## src/hdl/adx_pkg.sv

```systemverilog
// ---------------------------------------------------------------------------
// adx_pkg
// Shared types and constants for the average directional index filter.
// ---------------------------------------------------------------------------
package adx_pkg;

  localparam int PRICE_WIDTH_DEF = 32;
  localparam int SUM_W = 40;
  localparam int IDX_W = 23;
  localparam int CNT_W = 10;
  localparam int DIV_W = 64;
  localparam logic [IDX_W-1:0] HUNDRED_Q16 = IDX_W'(6553600);
  localparam logic [7:0] PERIOD_RESET = 8'd14;

  typedef struct packed {
    logic [31:0] high_price;
    logic [31:0] low_price;
    logic [31:0] close_price;
    logic        series_start;
  } adx_in_t;

  typedef struct packed {
    logic [IDX_W-1:0] index_value;
    logic             index_valid;
  } adx_out_t;

  typedef enum logic [3:0] {
    ST_IDLE, ST_PREP, ST_DIV_SR, ST_DIV_SP, ST_DIV_SM, ST_UPD, ST_DI,
    ST_DIV_PDI, ST_DIV_MDI, ST_DX, ST_DIV_DX, ST_AVG_MUL, ST_DIV_AVG,
    ST_DONE, ST_OUT
  } adx_state_t;

  typedef enum logic [2:0] {
    DSEL_SR, DSEL_SP, DSEL_SM, DSEL_PDI, DSEL_MDI, DSEL_DX, DSEL_AVG
  } adx_dsel_t;

  typedef struct packed {
    logic      load_in;
    logic      prep;
    logic      div_start;
    adx_dsel_t div_sel;
    logic      div_store;
    logic      update_sums;
    logic      make_dx;
    logic      finish;
    logic      out_load;
  } adx_cmd_t;

  typedef struct packed {
    logic div_done;
    logic need_sums;
    logic need_index;
    logic dx_div;
  } adx_stat_t;

endpackage

```

## src/hdl/adx_div.sv

```systemverilog
// ---------------------------------------------------------------------------
// adx_div
// Radix-2 restoring divider, one quotient bit per cycle.
// ---------------------------------------------------------------------------
module adx_div import adx_pkg::*; (
  input  logic             clk,
  input  logic             rst,
  input  logic             start,
  input  logic [DIV_W-1:0] dividend,
  input  logic [DIV_W-1:0] divisor,
  output logic             done,
  output logic [DIV_W-1:0] quotient
);
  logic [DIV_W-1:0] rem, dvs;
  logic [6:0]       cnt;
  logic             busy;
  logic [DIV_W:0]   trial;

  assign trial = {rem, quotient[DIV_W-1]} - {1'b0, dvs};

  always_ff @(posedge clk) begin
    if (rst) begin
      busy <= 1'b0;
      done <= 1'b0;
    end else begin
      done <= 1'b0;
      if (start) begin
        busy     <= 1'b1;
        rem      <= '0;
        quotient <= dividend;
        dvs      <= divisor;
        cnt      <= 7'(DIV_W);
      end else if (busy) begin
        if (trial[DIV_W]) begin
          rem      <= {rem[DIV_W-2:0], quotient[DIV_W-1]};
          quotient <= {quotient[DIV_W-2:0], 1'b0};
        end else begin
          rem      <= trial[DIV_W-1:0];
          quotient <= {quotient[DIV_W-2:0], 1'b1};
        end
        cnt <= cnt - 7'd1;
        if (cnt == 7'd1) begin
          busy <= 1'b0;
          done <= 1'b1;
        end
      end
    end
  end
endmodule

```

## src/hdl/adx_ctrl.sv

```systemverilog
// ---------------------------------------------------------------------------
// adx_ctrl
// Sequencer for one bar: sums, DI, DX and ADX through the shared divider.
// ---------------------------------------------------------------------------
module adx_ctrl import adx_pkg::*; (
  input  logic      clk,
  input  logic      rst,
  input  logic      in_valid,
  output logic      in_ready,
  input  logic      out_ready,
  output logic      out_valid,
  input  adx_stat_t stat,
  output adx_cmd_t  cmd
);
  adx_state_t state, state_next;
  logic pend, pend_next;

  always_ff @(posedge clk) begin
    if (rst) begin
      state <= ST_IDLE;
      pend  <= 1'b0;
    end else begin
      state <= state_next;
      pend  <= pend_next;
    end
  end

  always_comb begin
    state_next = state;
    cmd        = '0;
    cmd.div_sel = DSEL_SR;
    in_ready   = 1'b0;
    pend_next  = pend;
    if (out_ready) pend_next = 1'b0;
    out_valid  = pend;
    case (state)
      ST_IDLE: begin
        in_ready = 1'b1;
        if (in_valid) begin
          cmd.load_in = 1'b1;
          state_next  = ST_PREP;
        end
      end
      ST_PREP: begin
        cmd.prep = 1'b1;
        state_next = stat.need_sums ? ST_DIV_SR : ST_DONE;
        if (stat.need_sums) begin
          cmd.div_start = 1'b1;
          cmd.div_sel   = DSEL_SR;
        end
      end
      ST_DIV_SR, ST_DIV_SP, ST_DIV_SM, ST_DIV_PDI, ST_DIV_MDI, ST_DIV_DX,
      ST_DIV_AVG: begin
        case (state)
          ST_DIV_SR:  cmd.div_sel = DSEL_SR;
          ST_DIV_SP:  cmd.div_sel = DSEL_SP;
          ST_DIV_SM:  cmd.div_sel = DSEL_SM;
          ST_DIV_PDI: cmd.div_sel = DSEL_PDI;
          ST_DIV_MDI: cmd.div_sel = DSEL_MDI;
          ST_DIV_DX:  cmd.div_sel = DSEL_DX;
          default:    cmd.div_sel = DSEL_AVG;
        endcase
        if (stat.div_done) begin
          cmd.div_store = 1'b1;
          case (state)
            ST_DIV_SR: begin
              cmd.div_start = 1'b1;
              state_next = ST_DIV_SP;
            end
            ST_DIV_SP: begin
              cmd.div_start = 1'b1;
              state_next = ST_DIV_SM;
            end
            ST_DIV_SM:  state_next = ST_UPD;
            ST_DIV_PDI: begin
              cmd.div_start = 1'b1;
              state_next = ST_DIV_MDI;
            end
            ST_DIV_MDI: state_next = ST_DX;
            ST_DIV_DX:  state_next = ST_AVG_MUL;
            default:    state_next = ST_DONE;
          endcase
          if (state == ST_DIV_SR) cmd.div_sel = DSEL_SP;
          if (state == ST_DIV_SP) cmd.div_sel = DSEL_SM;
          if (state == ST_DIV_PDI) cmd.div_sel = DSEL_MDI;
        end
      end
      ST_UPD: begin
        cmd.update_sums = 1'b1;
        state_next = ST_DI;
      end
      ST_DI: begin
        state_next = ST_DONE;
        if (stat.need_index) begin
          cmd.div_start = 1'b1;
          cmd.div_sel   = DSEL_PDI;
          state_next    = ST_DIV_PDI;
        end
      end
      ST_DX: begin
        cmd.make_dx = 1'b1;
        state_next  = ST_AVG_MUL;
        if (stat.dx_div) begin
          cmd.div_start = 1'b1;
          cmd.div_sel   = DSEL_DX;
          state_next    = ST_DIV_DX;
        end
      end
      ST_AVG_MUL: begin
        cmd.div_start = 1'b1;
        cmd.div_sel   = DSEL_AVG;
        state_next    = ST_DIV_AVG;
      end
      ST_DONE: begin
        cmd.finish = 1'b1;
        state_next = ST_OUT;
      end
      ST_OUT: begin
        if (!pend || out_ready) begin
          cmd.out_load = 1'b1;
          pend_next    = 1'b1;
          state_next   = ST_IDLE;
        end
      end
      default: state_next = ST_IDLE;
    endcase
  end
endmodule

```

## src/hdl/adx_dp.sv

```systemverilog
// ---------------------------------------------------------------------------
// adx_dp
// Bar registers, Wilder sums, DI/DX/ADX arithmetic around one divider.
// ---------------------------------------------------------------------------
module adx_dp import adx_pkg::*; #(
  parameter int PRICE_WIDTH = PRICE_WIDTH_DEF
) (
  input  logic      clk,
  input  logic      rst,
  input  adx_in_t   in_item,
  input  logic [7:0] period_reg,
  input  adx_cmd_t  cmd,
  output adx_stat_t stat,
  output adx_out_t  out_item
);
  localparam int PW = PRICE_WIDTH;
  localparam logic [SUM_W:0] SUM_MAX = {1'b0, {SUM_W{1'b1}}};

  logic [PW-1:0]    cur_h, cur_l, cur_c, last_high, last_low, last_close;
  logic [CNT_W-1:0] bar_count, t, t_cur;
  logic [SUM_W-1:0] s_r, s_p, s_m;
  logic [SUM_W-1:0] q_r, q_p, q_m;
  logic [PW:0]      trv, pdm, mdm;
  logic [IDX_W-1:0] directional_average, pdi, mdi, dx;
  logic             average_seeded, valid, cur_start;
  logic [7:0]       p;
  logic [CNT_W-1:0] limit;
  logic [DIV_W-1:0] dvd, dvs, quo;
  logic             div_done;
  logic             stat_store_avg, store_dx, store_q_r, store_q_p, store_q_m;
  logic             store_pdi, store_mdi;
  adx_dsel_t        last_sel;

  assign p     = (period_reg < 8'd2) ? 8'd2 : period_reg;
  assign limit = CNT_W'({p, 1'b0}) + CNT_W'(2);
  assign t_cur = cur_start ? '0 : ((bar_count > limit) ? limit : bar_count);

  logic signed [PW+1:0] shi, slo, sph, spl, spc, tr0, ta, tb, up, dn;
  always_comb begin
    shi = (PW+2)'(cur_h);
    slo = (PW+2)'(cur_l);
    sph = (PW+2)'(last_high);
    spl = (PW+2)'(last_low);
    spc = (PW+2)'(last_close);
    tr0 = shi - slo;
    ta  = shi - spc;
    if (ta < 0) ta = -ta;
    tb  = slo - spc;
    if (tb < 0) tb = -tb;
    if (ta > tr0) tr0 = ta;
    if (tb > tr0) tr0 = tb;
    up = shi - sph;
    dn = spl - slo;
    trv = tr0[PW:0];
    pdm = (up > dn && up > 0) ? up[PW:0] : '0;
    mdm = (dn > up && dn > 0) ? dn[PW:0] : '0;
  end

  function automatic logic [SUM_W-1:0] sat(input logic [SUM_W:0] v);
    return (v > SUM_MAX) ? {SUM_W{1'b1}} : v[SUM_W-1:0];
  endfunction

  function automatic logic [SUM_W-1:0] wil(input logic [SUM_W-1:0] s,
                                           input logic [SUM_W-1:0] q,
                                           input logic [PW:0] a);
    return sat({1'b0, s - q} + (SUM_W+1)'(a));
  endfunction

  logic [IDX_W:0]   disum;
  logic [IDX_W-1:0] didiff;
  assign disum  = {1'b0, pdi} + {1'b0, mdi};
  assign didiff = (pdi > mdi) ? pdi - mdi : mdi - pdi;

  always_comb begin
    dvd = '0;
    dvs = DIV_W'(p);
    case (cmd.div_sel)
      DSEL_SR: dvd = DIV_W'(s_r);
      DSEL_SP: dvd = DIV_W'(s_p);
      DSEL_SM: dvd = DIV_W'(s_m);
      DSEL_PDI: begin
        dvd = DIV_W'(s_p) * DIV_W'(HUNDRED_Q16);
        dvs = DIV_W'(s_r);
      end
      DSEL_MDI: begin
        dvd = DIV_W'(s_m) * DIV_W'(HUNDRED_Q16);
        dvs = DIV_W'(s_r);
      end
      DSEL_DX: begin
        dvd = DIV_W'(didiff) * DIV_W'(HUNDRED_Q16);
        dvs = DIV_W'(disum);
      end
      DSEL_AVG: dvd = DIV_W'(directional_average) * DIV_W'(p - 8'd1) + DIV_W'(dx);
      default: dvd = '0;
    endcase
  end

  adx_div u_div (
    .clk(clk), .rst(rst), .start(cmd.div_start), .dividend(dvd),
    .divisor(dvs), .done(div_done), .quotient(quo)
  );

  function automatic logic [IDX_W-1:0] di_sat(input logic [DIV_W-1:0] q);
    return (q > DIV_W'(HUNDRED_Q16)) ? HUNDRED_Q16 : q[IDX_W-1:0];
  endfunction

  assign stat.div_done   = div_done;
  assign stat.need_sums  = (t_cur >= CNT_W'(1));
  assign stat.need_index = (t >= CNT_W'(2)) && (s_r != '0);
  assign stat.dx_div     = (disum != '0);

  always_ff @(posedge clk) begin
    if (cmd.div_start) last_sel <= cmd.div_sel;
  end
  assign store_q_r = cmd.div_store && last_sel == DSEL_SR;
  assign store_q_p = cmd.div_store && last_sel == DSEL_SP;
  assign store_q_m = cmd.div_store && last_sel == DSEL_SM;
  assign store_pdi = cmd.div_store && last_sel == DSEL_PDI;
  assign store_mdi = cmd.div_store && last_sel == DSEL_MDI;
  assign store_dx  = cmd.div_store && last_sel == DSEL_DX;
  assign stat_store_avg = cmd.div_store && last_sel == DSEL_AVG;

  always_ff @(posedge clk) begin
    if (rst) begin
      bar_count <= '0;
      average_seeded <= 1'b0;
      directional_average <= '0;
      last_high <= '0;
      last_low <= '0;
      last_close <= '0;
      s_r <= '0;
      s_p <= '0;
      s_m <= '0;
    end else begin
      if (cmd.load_in) begin
        cur_h <= PW'(in_item.high_price);
        cur_l <= PW'(in_item.low_price);
        cur_c <= PW'(in_item.close_price);
        cur_start <= in_item.series_start;
      end
      if (cmd.prep) begin
        valid <= 1'b0;
        t <= t_cur;
        bar_count <= t_cur;
        if (cur_start) begin
          last_high <= '0;
          last_low <= '0;
          last_close <= '0;
          s_r <= '0;
          s_p <= '0;
          s_m <= '0;
          directional_average <= '0;
          average_seeded <= 1'b0;
        end
      end
      if (cmd.update_sums) begin
        if (t == CNT_W'(1)) begin
          s_r <= sat((SUM_W+1)'(trv));
          s_p <= sat((SUM_W+1)'(pdm));
          s_m <= sat((SUM_W+1)'(mdm));
        end else begin
          s_r <= wil(s_r, q_r, trv);
          s_p <= wil(s_p, q_p, pdm);
          s_m <= wil(s_m, q_m, mdm);
        end
      end
      if (cmd.make_dx) dx <= '0;
      if (cmd.finish) begin
        last_high <= cur_h;
        last_low <= cur_l;
        last_close <= cur_c;
        if (t < limit) bar_count <= t + CNT_W'(1);
        else bar_count <= t;
      end
      if (cmd.out_load) begin
        out_item.index_valid <= valid;
        out_item.index_value <= valid ? directional_average : '0;
      end
      if (stat_store_avg) begin
        if (!average_seeded) directional_average <= dx;
        else directional_average <= quo[IDX_W-1:0];
        average_seeded <= 1'b1;
        valid <= (t >= limit);
      end
      if (store_dx) dx <= quo[IDX_W-1:0];
      if (store_q_r) q_r <= quo[SUM_W-1:0];
      if (store_q_p) q_p <= quo[SUM_W-1:0];
      if (store_q_m) q_m <= quo[SUM_W-1:0];
      if (store_pdi) pdi <= di_sat(quo);
      if (store_mdi) mdi <= di_sat(quo);
    end
  end
endmodule

```

## src/hdl/average_directional_index_filter_core.sv

```systemverilog
// ---------------------------------------------------------------------------
// average_directional_index_filter_core
// Wilder average directional index over a stream of price bars.
// ---------------------------------------------------------------------------
// One bar enters on the in channel (valid/ready); one result leaves on the
// out channel per bar. Bars are processed one at a time through the shared
// radix-2 divider. A first bar of a series needs no division: it goes through
// the prep, done and output steps, and the next bar can then enter. The
// second bar, or a bar with a zero smoothed range, needs 3 divisions. A full
// bar needs 7 divisions, or 6 when the sum of the two DI values is zero.
// The result register lets the next bar enter while a result waits; that
// bar then holds in its last step until the first result is taken.
// cfg_we writes the averaging period; write only while idle.
// Synchronous reset clears the series state and sets the period to 14.
// index_valid is low during warm-up (bar index below 2*period+2, counting the
// first bar of a series as 0) and while the smoothed range is zero, and
// index_value is then zero.
module average_directional_index_filter_core import adx_pkg::*; #(
  parameter int PRICE_WIDTH = PRICE_WIDTH_DEF
) (
  input  logic     clk,
  input  logic     rst,
  input  logic     in_valid,
  output logic     in_ready,
  input  adx_in_t  in_data,
  output logic     out_valid,
  input  logic     out_ready,
  output adx_out_t out_data,
  input  logic     cfg_we,
  input  logic [7:0] cfg_data
);
  logic [7:0] period_reg;
  adx_cmd_t   cmd;
  adx_stat_t  stat;

  always_ff @(posedge clk) begin
    if (rst) period_reg <= PERIOD_RESET;
    else if (cfg_we) period_reg <= cfg_data;
  end

  adx_ctrl u_ctrl (
    .clk(clk), .rst(rst), .in_valid(in_valid), .in_ready(in_ready),
    .out_ready(out_ready), .out_valid(out_valid), .stat(stat), .cmd(cmd)
  );

  adx_dp #(.PRICE_WIDTH(PRICE_WIDTH)) u_dp (
    .clk(clk), .rst(rst), .in_item(in_data), .period_reg(period_reg),
    .cmd(cmd), .stat(stat), .out_item(out_data)
  );

  a_val_range: assert property (@(posedge clk) disable iff (rst)
    out_valid && out_data.index_valid |-> out_data.index_value <= HUNDRED_Q16)
    else $error("index out of range");
  a_inval_zero: assert property (@(posedge clk) disable iff (rst)
    out_valid && !out_data.index_valid |-> out_data.index_value == '0)
    else $error("invalid result not zero");
  a_hold: assert property (@(posedge clk) disable iff (rst)
    out_valid && !out_ready |=> out_valid && $stable(out_data))
    else $error("result changed while stalled");
endmodule
```

## config.mk

```make
export PLATFORM = sky130hd
export DESIGN_NAME = average_directional_index_filter_core
export DESIGN_NICKNAME = d
export VERILOG_FILES = /design/src/hdl/adx_pkg.sv /design/src/hdl/adx_div.sv /design/src/hdl/adx_ctrl.sv /design/src/hdl/adx_dp.sv /design/src/hdl/average_directional_index_filter_core.sv
export SDC_FILE = /design/constraint.sdc
export NUM_CORES = 2
export LEC_CHECK = 0
export ABC_AREA = 1
export CORE_MARGIN = 4
export CORE_UTILIZATION = 47
export CTS_CLUSTER_DIAMETER = 150
export DETAILED_ROUTE_END_ITERATION = 10
export DONT_BUFFER_PORTS = 1
export SLEW_MARGIN = 20
export SYNTH_ARGS = -nofsm -noshare
export SYNTH_HDL_FRONTEND = slang
export SYNTH_SLANG_ARGS = --single-unit
```

## constraint.sdc

```tcl
create_clock -name clk -period 10.31 [get_ports clk]
set_input_delay 0.5155 -clock clk [delete_from_list [all_inputs] [get_ports clk]]
set_output_delay 0.5155 -clock clk [all_outputs]
set_load 0.02 [all_outputs]
```

==> metrics.md <==
| Metric | Value |
|---|---|
| Tmin final | approximately 10 ns |
| Die height | 450 um |
| Setup violators final | 0 |
| Crit Path Category | reg -> reg |
| RSZ-0062 raised after global routing | yes |
| Vias in the first global route | 86887 |
| GRT Util Overall | between 30% and 40% |
| DRC Markers | 0 |
| Cell Area, Synth | 0.0916 mm2 |
| Hold Path Class | in -> reg |
| CP max-delay cell | fa_1 |
| Initial antenna violation count | 33 |
| Finished Cell Area | 0.100 mm2 |
| Filler instances | between 15000 and 20000 |
| CTS tree | yes |
| First-pass GRT wire length | 572000 um |
| Slowest cell delay on critical path | 0.66 ns |
| Storage cell area | 0.0203 mm2 |
| GRT busiest layer | met2 |
| Pins Over Slew Limit | 0 |
| Most common cell after layout, fill and taps aside | nand2_1 |
| Final Hold Viols | 0 |
| Seq/Total Area, Yosys | 22.1% |
| Worst-path fanout max | 14 |
| Worst EP arrival | 10.49 ns |
| Clock sinks | roughly 760 |
| Seq cells post-synth | 764 |
| Worst-path clk slew | 0.06 ns |
| Setup Skew | 0.0575 ns |
| Fmax | around 0.10 GHz |
| Drt wl/cell | 24.7 um |
| Clk buf depth | 3 |
| Synth-to-Final Area Change | 9.56% |
| Biggest regs | u_dp.u_div.quotient x64, u_dp.u_div.rem x64 |
| Multi-input gate area | roughly 0.061 mm2 |
| Initial core utilization | 47.4% |
| M2 GR Usage | between 50% and 60% |
| Starting DRT DRC Count | 10474 |
| Largest net degree at the start of global routing | 229 |
| Synthesized instance count | 13120 |
| Most frequent cells in the layout | 2953 x nand2_1, 2377 x inv_1, 1207 x a21oi_1 |
| CP dominant cell by count | inv_1 |
| Core ar. | a little under 0.2 mm2 |
| Antenna Nets Post-Route | 0 |
| DR vias/cell | ~5.8 |
| Synth Flop Type | edfxtp_1 |
| Worst vdd ir | 0.251 mV |
| Mean Syn Cell Area | 6.98 um2 |
| Worst path required time | 10.81 ns |
| DRT Pass-1 Iters | 7 |
| GRT met1 Usage | 52.8% |
| Clk_lat worst skew | around 0.8 ns |
| EDFF count, synth | 499 |
| Post-Route WL | 394000 um |
| Routed vias | a little over 90000 |
| Syn. warnings | 0 |
| Final #Nets | 14867 |
| Worst Tran Pin Value | 1.25 ns |
| Power Density | ~210 mW/mm2 |
| Remaining Overflow, GRT | 0 |
| Final worst slack | 0.321 ns |
| Die area | 0.202 mm2 |
| DP Area | 0.0957 mm2 |
| FP Rows | 161 |
| Chip width | 450 um |
| Cell variety after synth | a little over 60 |
| Inserted Clock Buffers | 97 |
| Clock Root Buffer | clkbuf_16 |
| Post-CTS Setup Inserts | 0 |
| Setup crit end kind | flip-flop |
| Tcrit/Tclk final | between 90% and 100% |
| Setup TNS | 0 ns |
| Met3 Use GR | 9.75% |
| Ys async rst share | 0% |
| I/O Pins | about 140 |
| Post-DP HPWL | roughly 330000 um |
| Pre-CTS setup slack | 0.0973 ns |
| Final GP Congestion | 1.07 |
| Maxcap violations | 0 |
| # H-tree levels | 3 |
| # port buffers | 0 |
| Pleak | 49.6 nW |
| Startpoint types | flip-flop |
| Share of layout cells above drive strength 1 | 4.19% |
| Finished Core Util | 52.0% |
| Outcome | finished, final reports clean |
| Slew HR | 15.7% |
## routing by layer
layer  vias to the layer above  routed length (um)  share of wire [%]
met4                        20               23100                5.9
met2                      4639              158000                 40
met3                       776               43300                 11
li1                      42985                   -                  -
met5                         -                 130              0.033
met1                     43826              169000                 43
## timing repair
action                     4_1_cts  5_1_grt
gates resized for setup          0       30
setup endpoints to repair        0       75
hold endpoints to repair       333        0
hold buffers                   110        0
## final timing paths
| check | from | endpoint | slack, ns | depth (start not counted) |
|---|---|---|---|---|
| worst max-delay path | period_reg[4]$_SDFFE_PP0P_ | u_dp.u_div.quotient[31]$_DFFE_PP_ | 0.32 | 40 |
| worst min-delay path | rst | u_dp.directional_average[4]$_SDFFE_PP0P_ | 0.15 | 2 |
| worst max register to register | period_reg[4]$_SDFFE_PP0P_ | u_dp.u_div.quotient[31]$_DFFE_PP_ | 0.32 | 40 |
| worst min register to register | u_dp.last_high[18]$_SDFFE_PP0P_ | u_dp.last_high[18]$_SDFFE_PP0P_ | 0.48 | 2 |
## area by class of cell
cell class,instances,share of cell area (%)
Clock inverter,63,0.639
Tap cell,2526,3.15
Sequential cell,764,20.2
Timing Repair Buffer,367,3.11
Multi-Input combinational cell,9658,61.1
Clock buffer,121,2.72
Inverter,2408,9.01
Antenna cell,18,0.0449
## power breakdown
group          total [mW]  internal (mW)  switching, mW
combinational        12.7           4.10           8.55
clock                3.66           2.06           1.60
sequential           4.30           3.74          0.561
## synth_stat cells (all sizes together) (5+ instances only)
master,count,area [um2]
a211oi,22,165
a21boi,37,278
a21o,64,480
a21oi,1216,6100
a31oi,82,513
and2,14,87.6
and3,10,62.6
buf,83,403
clkbuf,210,788
clkinv,7,26.3
dfxtp,265,5310
edfxtp,499,15000
fa,429,8590
ha,1032,12900
inv,2401,9010
mux2i,14,140
nand2,2960,11100
nand3,683,3440
nand3b,22,165
nand4,200,1250
nor2,1210,4560
nor3,120,601
nor4,75,475
o2111ai,9,78.8
o211ai,59,443
o21a,65,488
o21ai,617,3110
o21bai,42,315
o221a,5,56.3
o221ai,22,193
o22ai,14,87.6
o311ai,5,43.8
o31ai,17,128
o32ai,14,123
or2,42,263
xnor2,183,1600
xor2,351,3070
## kinds of logic (layout without fill, tap and decap cells)
family	Yosys count	count (layout)	share of synthesized area [%]
compound gates	2299	2299	13.8
xor+xnor	534	534	5.10
fa+ha+maj	1461	1461	23.5
buf+inv	2701	2959	11.2
flops	764	764	22.1
mux	14	14	0.153
other cells	1	22	0.00409
simple gates	5346	5346	24.1
## per-stage QoR
stage	total power, mW	hold slack [ns]	cells
floorplan	11.8	0.440	13123
global placement	16.4	0.465	15612
detailed placement	16.4	0.467	15612
CTS	20.2	0.0806	15906
global route	21.9	0.130	15911
finish	20.6	0.154	15925
## critical path: cells and delay by family (launching register included)
| family | cells | cell delay (ns) |
|---|---|---|
| compound gates | 5 | 1.11 |
| fa+ha+maj | 9 | 4.40 |
| xor+xnor | 1 | 0.11 |
| simple gates | 16 | 2.77 |
| buf+inv | 9 | 0.94 |
| flops | 1 | 0.37 |
(Power assumes the default switching activity.)
